===== src/design/rrfe_pkg.sv =====
// shared types and constants for the rounded rectangle fill engine
`timescale 1ns / 1ps
`default_nettype none

package rrfe_pkg;

    localparam int COORD_W = 11;
    localparam int RAD_W   = 10;
    localparam int COL_W   = 8;
    localparam int PIX_W   = 3 * COL_W;
    localparam int MUL_W   = 11;
    localparam int PROD_W  = 2 * MUL_W;
    localparam int SQ_W    = 2 * RAD_W;

    typedef enum logic [1:0] {
        KIND_DRAW  = 2'd0,
        KIND_READ  = 2'd1,
        KIND_CLEAR = 2'd2
    } kind_t;

    typedef enum logic [3:0] {
        ST_WIPE,
        ST_IDLE,
        ST_SETUP,
        ST_RAD,
        ST_RSQ,
        ST_RCAP,
        ST_ROW,
        ST_DYCAP,
        ST_PMUL,
        ST_PWR,
        ST_FILL,
        ST_RDMUL,
        ST_RDADDR,
        ST_RDDATA,
        ST_RESP
    } state_t;

    typedef struct packed {
        logic [MUL_W-1:0] a;
        logic [MUL_W-1:0] b;
    } mul_op_t;

endpackage

`default_nettype wire


===== src/design/rrfe_mul.sv =====
// shared registered multiplier for squares and row addresses
`timescale 1ns / 1ps
`default_nettype none

module rrfe_mul
    import rrfe_pkg::*;
(
    input  wire logic              clk,
    input  wire mul_op_t           op,
    output logic      [PROD_W-1:0] prod
);

    always_ff @(posedge clk)
    begin
        prod <= op.a * op.b;
    end

endmodule

`default_nettype wire


===== config.mk =====
export PLATFORM = sky130hd
export DESIGN_NAME = rrfe_mul
export DESIGN_NICKNAME = d
export VERILOG_FILES = /design/src/design/rrfe_pkg.sv /design/src/design/rrfe_mul.sv
export SDC_FILE = /design/constraint.sdc
export NUM_CORES = 1
export LEC_CHECK = 0
export ABC_AREA = 1
export BUFFER_PORTS_ARGS = -buffer_cell sky130_fd_sc_hd__buf_2
export CORE_ASPECT_RATIO = 0.7
export CORE_MARGIN = 1
export CORE_UTILIZATION = 40
export CTS_CLUSTER_DIAMETER = 30
export DETAILED_ROUTE_END_ITERATION = 8
export HOLD_SLACK_MARGIN = 0.03
export PLACE_DENSITY_LB_ADDON = 0.25
export SLEW_MARGIN = 20
export SYNTH_ARGS = -nofsm -noshare
export SYNTH_HDL_FRONTEND = slang
export SYNTH_SLANG_ARGS = --single-unit

===== constraint.sdc =====
create_clock -name clk -period 7.22 [get_ports clk]
set_clock_uncertainty 0.05 [all_clocks]
set_input_delay 1.444 -clock clk [delete_from_list [all_inputs] [get_ports clk]]
set_output_delay 1.444 -clock clk [all_outputs]
set_load 0.05 [all_outputs]

# Word-level counts from Yosys, hierarchy flattened
# Cells that the tools add are included.
# classes
mul,1
# op_table
operator,count
$mul 11x11->22,1
# word_totals
inputBits,23
out_inout_bits,22
regBits,22
wordCells,2

# Longest topological paths before layout
# logic_depth
depth_word,1
depth_mapped,23
depth_no_buf,22

# Worst setup path after synthesis
# No wires, ideal clock.
# synth_timing
kind,input -> register
from,input op[18] in the netlist's numbering
to,register prod[20]
slack_ns,1.648
setup_ns,0.112
path_stages,21
required_time_ns,7.058
path_buffers,1
arrival_ns,5.410
path_cell_list,clkbuf_1 > nand2_1 > fa_1 > inv_1 > fa_1 > inv_1 > fa_1 > inv_1 > fa_1 > inv_1 > fa_1 > inv_1 > ha_1 > nand2_1 > nand2_1 > a21oi_1 > nand3_2 > nand2_1 > nand2_1 > nand2_1 > nand2_1
# synth_between
elab_chain_len,1
# synth_lines
item,line,source
"start, declared",rrfe_mul.sv:9,"input wire mul_op_t op,"
$mul 11x11->22,rrfe_mul.sv:15,prod <= op.a * op.b;
"end signal, assigned",rrfe_mul.sv:15,
"end, declared",rrfe_mul.sv:10,output logic [PROD_W-1:0] prod
# No other way between the ends.

# Final worst setup path
# Same ends and word-level chain as after synthesis.

==> summary.txt <==
Drt
  – Antenna Nets Post-Route: 0
  – Post-DR wirelength/cell: 12.50 um
  – Routed Wire Length: 10.30 mm
  – Iteration count of the initial detailed-routing pass: 5
  – Via/cell ratio: 4.618
  – Initial drt markers: 154
  – DR vias: 3805
  – DRC violations left: 0

Min path
  – Hold Crit Class: input port to register
  – Min-delay src: op[0]
  – Hold Path Cell Cnt: 3

Final layout
  – Largest register FFs: 22
  – Final Util: 0.4581
  – FF/Latch Area: 440.4 sq um
  – Fraction of layout cells with a size suffix above 1: 0.08644
  – Syn-to-layout area delta: 8.789%
  – Top Registers: prod (22)
  – Most common library cell in the layout ignoring fill and taps: inv_1
  – Final non-filler cell total: 824
  – Area occupied by multi-input gates: 3503 sq um
  – Final instance area: 5172 sq um
  – Fin nets: 835
  – Antenna cell count: 0
  – FILL cells: 1185
  – Most frequent cells in the layout: inv_1, nand2_1, fa_1, ha_1, buf_2
  – Largest Register: prod

Synth
  – Cell Area, Synth: 4755 sq um
  – Area contributors post-synth: fa_1, ha_1, inv_1
  – Register area share after synthesis: 0.09263
  – Syn_area_per_cell: 7.371 sq um
  – Synth Register Bits: 22
  – Synth area leader: fa_1
  – Syn Nets: 808
  – Yosys cell types: 18
  – Synth warnings: 0
  – Synth top area share: 0.3368
  – Mapped Cells: 645

Floorplan
  – I/O pins: 45
  – Die area: 12330 sq um
  – Die Ht: 93.22 um
  – Die Width: 132.3 um
  – CORE AREA: 11290 sq um
  – Core Rows: 32
  – Starting Density: 0.4211

Timing
  – Worst setup slack after layout: 1.670 ns
  – Crit path time final: 5.550 ns
  – Final period utilization: 0.7688
  – WHS: 1.498 ns
  – Setup violators final: 0
  – Worst-Margin Slew: 0.2794 ns
  – Hold Violations, Final: 0
  – Setup TNS: 0 ns
  – RSZ-0062 raised after global routing: no
  – Fin. max-slew vios: 0
  – Rel. slew slack: 0.8118
  – Maximum clock frequency: 0.1802 GHz

Clock network
  – H-tree levels: 1
  – Post CTS Setup Buffer Count: 0
  – Hold buffer count at cts: 0
  – Buffer depth of the longest clock path: 2
  – Post-CTS resize count: 0
  – CTS clk-pin slew, worst paths: 0.06 ns
  – CTS sink count: 22
  – Root Buffer: clkbuf_16
  – Number of CTS-inserted buffers: 3
  – CTS tree: yes

Worst setup path
  – Crit Path Class: input port to register
  – Critical Path Sink Type: register
  – Critical path data arrival time: 5.65 ns
  – CP startpoint: op[18]
  – Critical Path Source Type: input port
  – Critical path required time: 7.32 ns
  – Worst Path Max Fanout: 11

Job
  – Max Cap Viol: 0

Placement
  – Dpl cell area: 5084 sq um
  – Cells after DPL: 820
  – RD Place Congestion: 0.8763
  – I/O Buffers: 44
  – HPWL Detailed: 8.990 mm
  – Pre-CTS WS: 1.398 ns

Global route
  – GRT overflow: 0
  – Largest net degree at the start of global routing: 13
  – Antenna violations before repair: 0
  – All-Layer GR Usage: 0.1923
  – First-pass GRT wire length: 19.00 mm
  – Vias in the first global route: 4092

Power
  – Power density cells: 397.0 nW/um^2
  – Total power draw: 2.053 mW
  – Peak VDD IR: 180.3 uV
  – P_leak: 3.309 nW

Status
  – Status: finished clean
==> area by class of cell <==
type | instances | share of cell area
Multi-Input combinational cell | 407 | 0.6773
Inverter | 194 | 0.1408
Sequential cell | 22 | 0.08515
Timing Repair Buffer | 44 | 0.04257
Tap cell | 153 | 0.03701
Clock buffer | 4 | 0.01717
==> path summary, 6_finish.rpt <==
path / slack, ns / end
setup / recovery: 1.67 / prod[20]$_DFF_P_
hold / removal: 1.50 / prod[0]$_DFF_P_
==> logic make-up (layout without fill, tap and decap cells) <==
logic type,count (synthesis),count (layout),share of synthesized area
and+or+nand+nor,232,232,0.1966
buffers and inverters,216,242,0.1705
adders and majority gates,140,140,0.4947
AOI/OAI and AO/OA,24,24,0.02526
DFF,22,22,0.09263
xor gates and xnor gates,11,11,0.02026
==> where the power goes <==
group          total, mW  internal [mW]  switching, mW
clock network      0.127         0.0845         0.0426
logic               1.72          0.590           1.13
registers          0.209          0.196         0.0133
total               2.05          0.871           1.18
==> Yosys cell counts (all sizes together) <==
master    n
nor2     15
inv     194
a21oi    18
xnor2     4
clkbuf   22
fa       80
xor2      7
o21ai     6
dfxtp    22
and2      2
nand2   196
nor3      2
nand3    17
ha       60
==> per-layer routing <==
metal	vias to the layer above	track usage	routed length, um
met2	98	0.3338	4623
met3	9	0.02927	604
met1	1818	0.2619	5002
li1	1880	-	-
met5	-	0	0
met4	0	0.02107	73
==> critical path, stage by stage <==
cell,delay (ns)
buf_2,0.26
nand2_1,0.13
fa_1,0.54
inv_1,0.05
fa_1,0.49
inv_1,0.06
fa_1,0.53
inv_1,0.05
fa_1,0.47
inv_1,0.05
fa_1,0.48
inv_1,0.04
ha_1,0.35
nand2_1,0.09
nand2_1,0.08
a21oi_1,0.16
nand3_2,0.14
nand2_1,0.10
nand2_1,0.05
nand2_1,0.05
nand2_1,0.05
No activity file was read; power rests on OpenSTA's default activity.
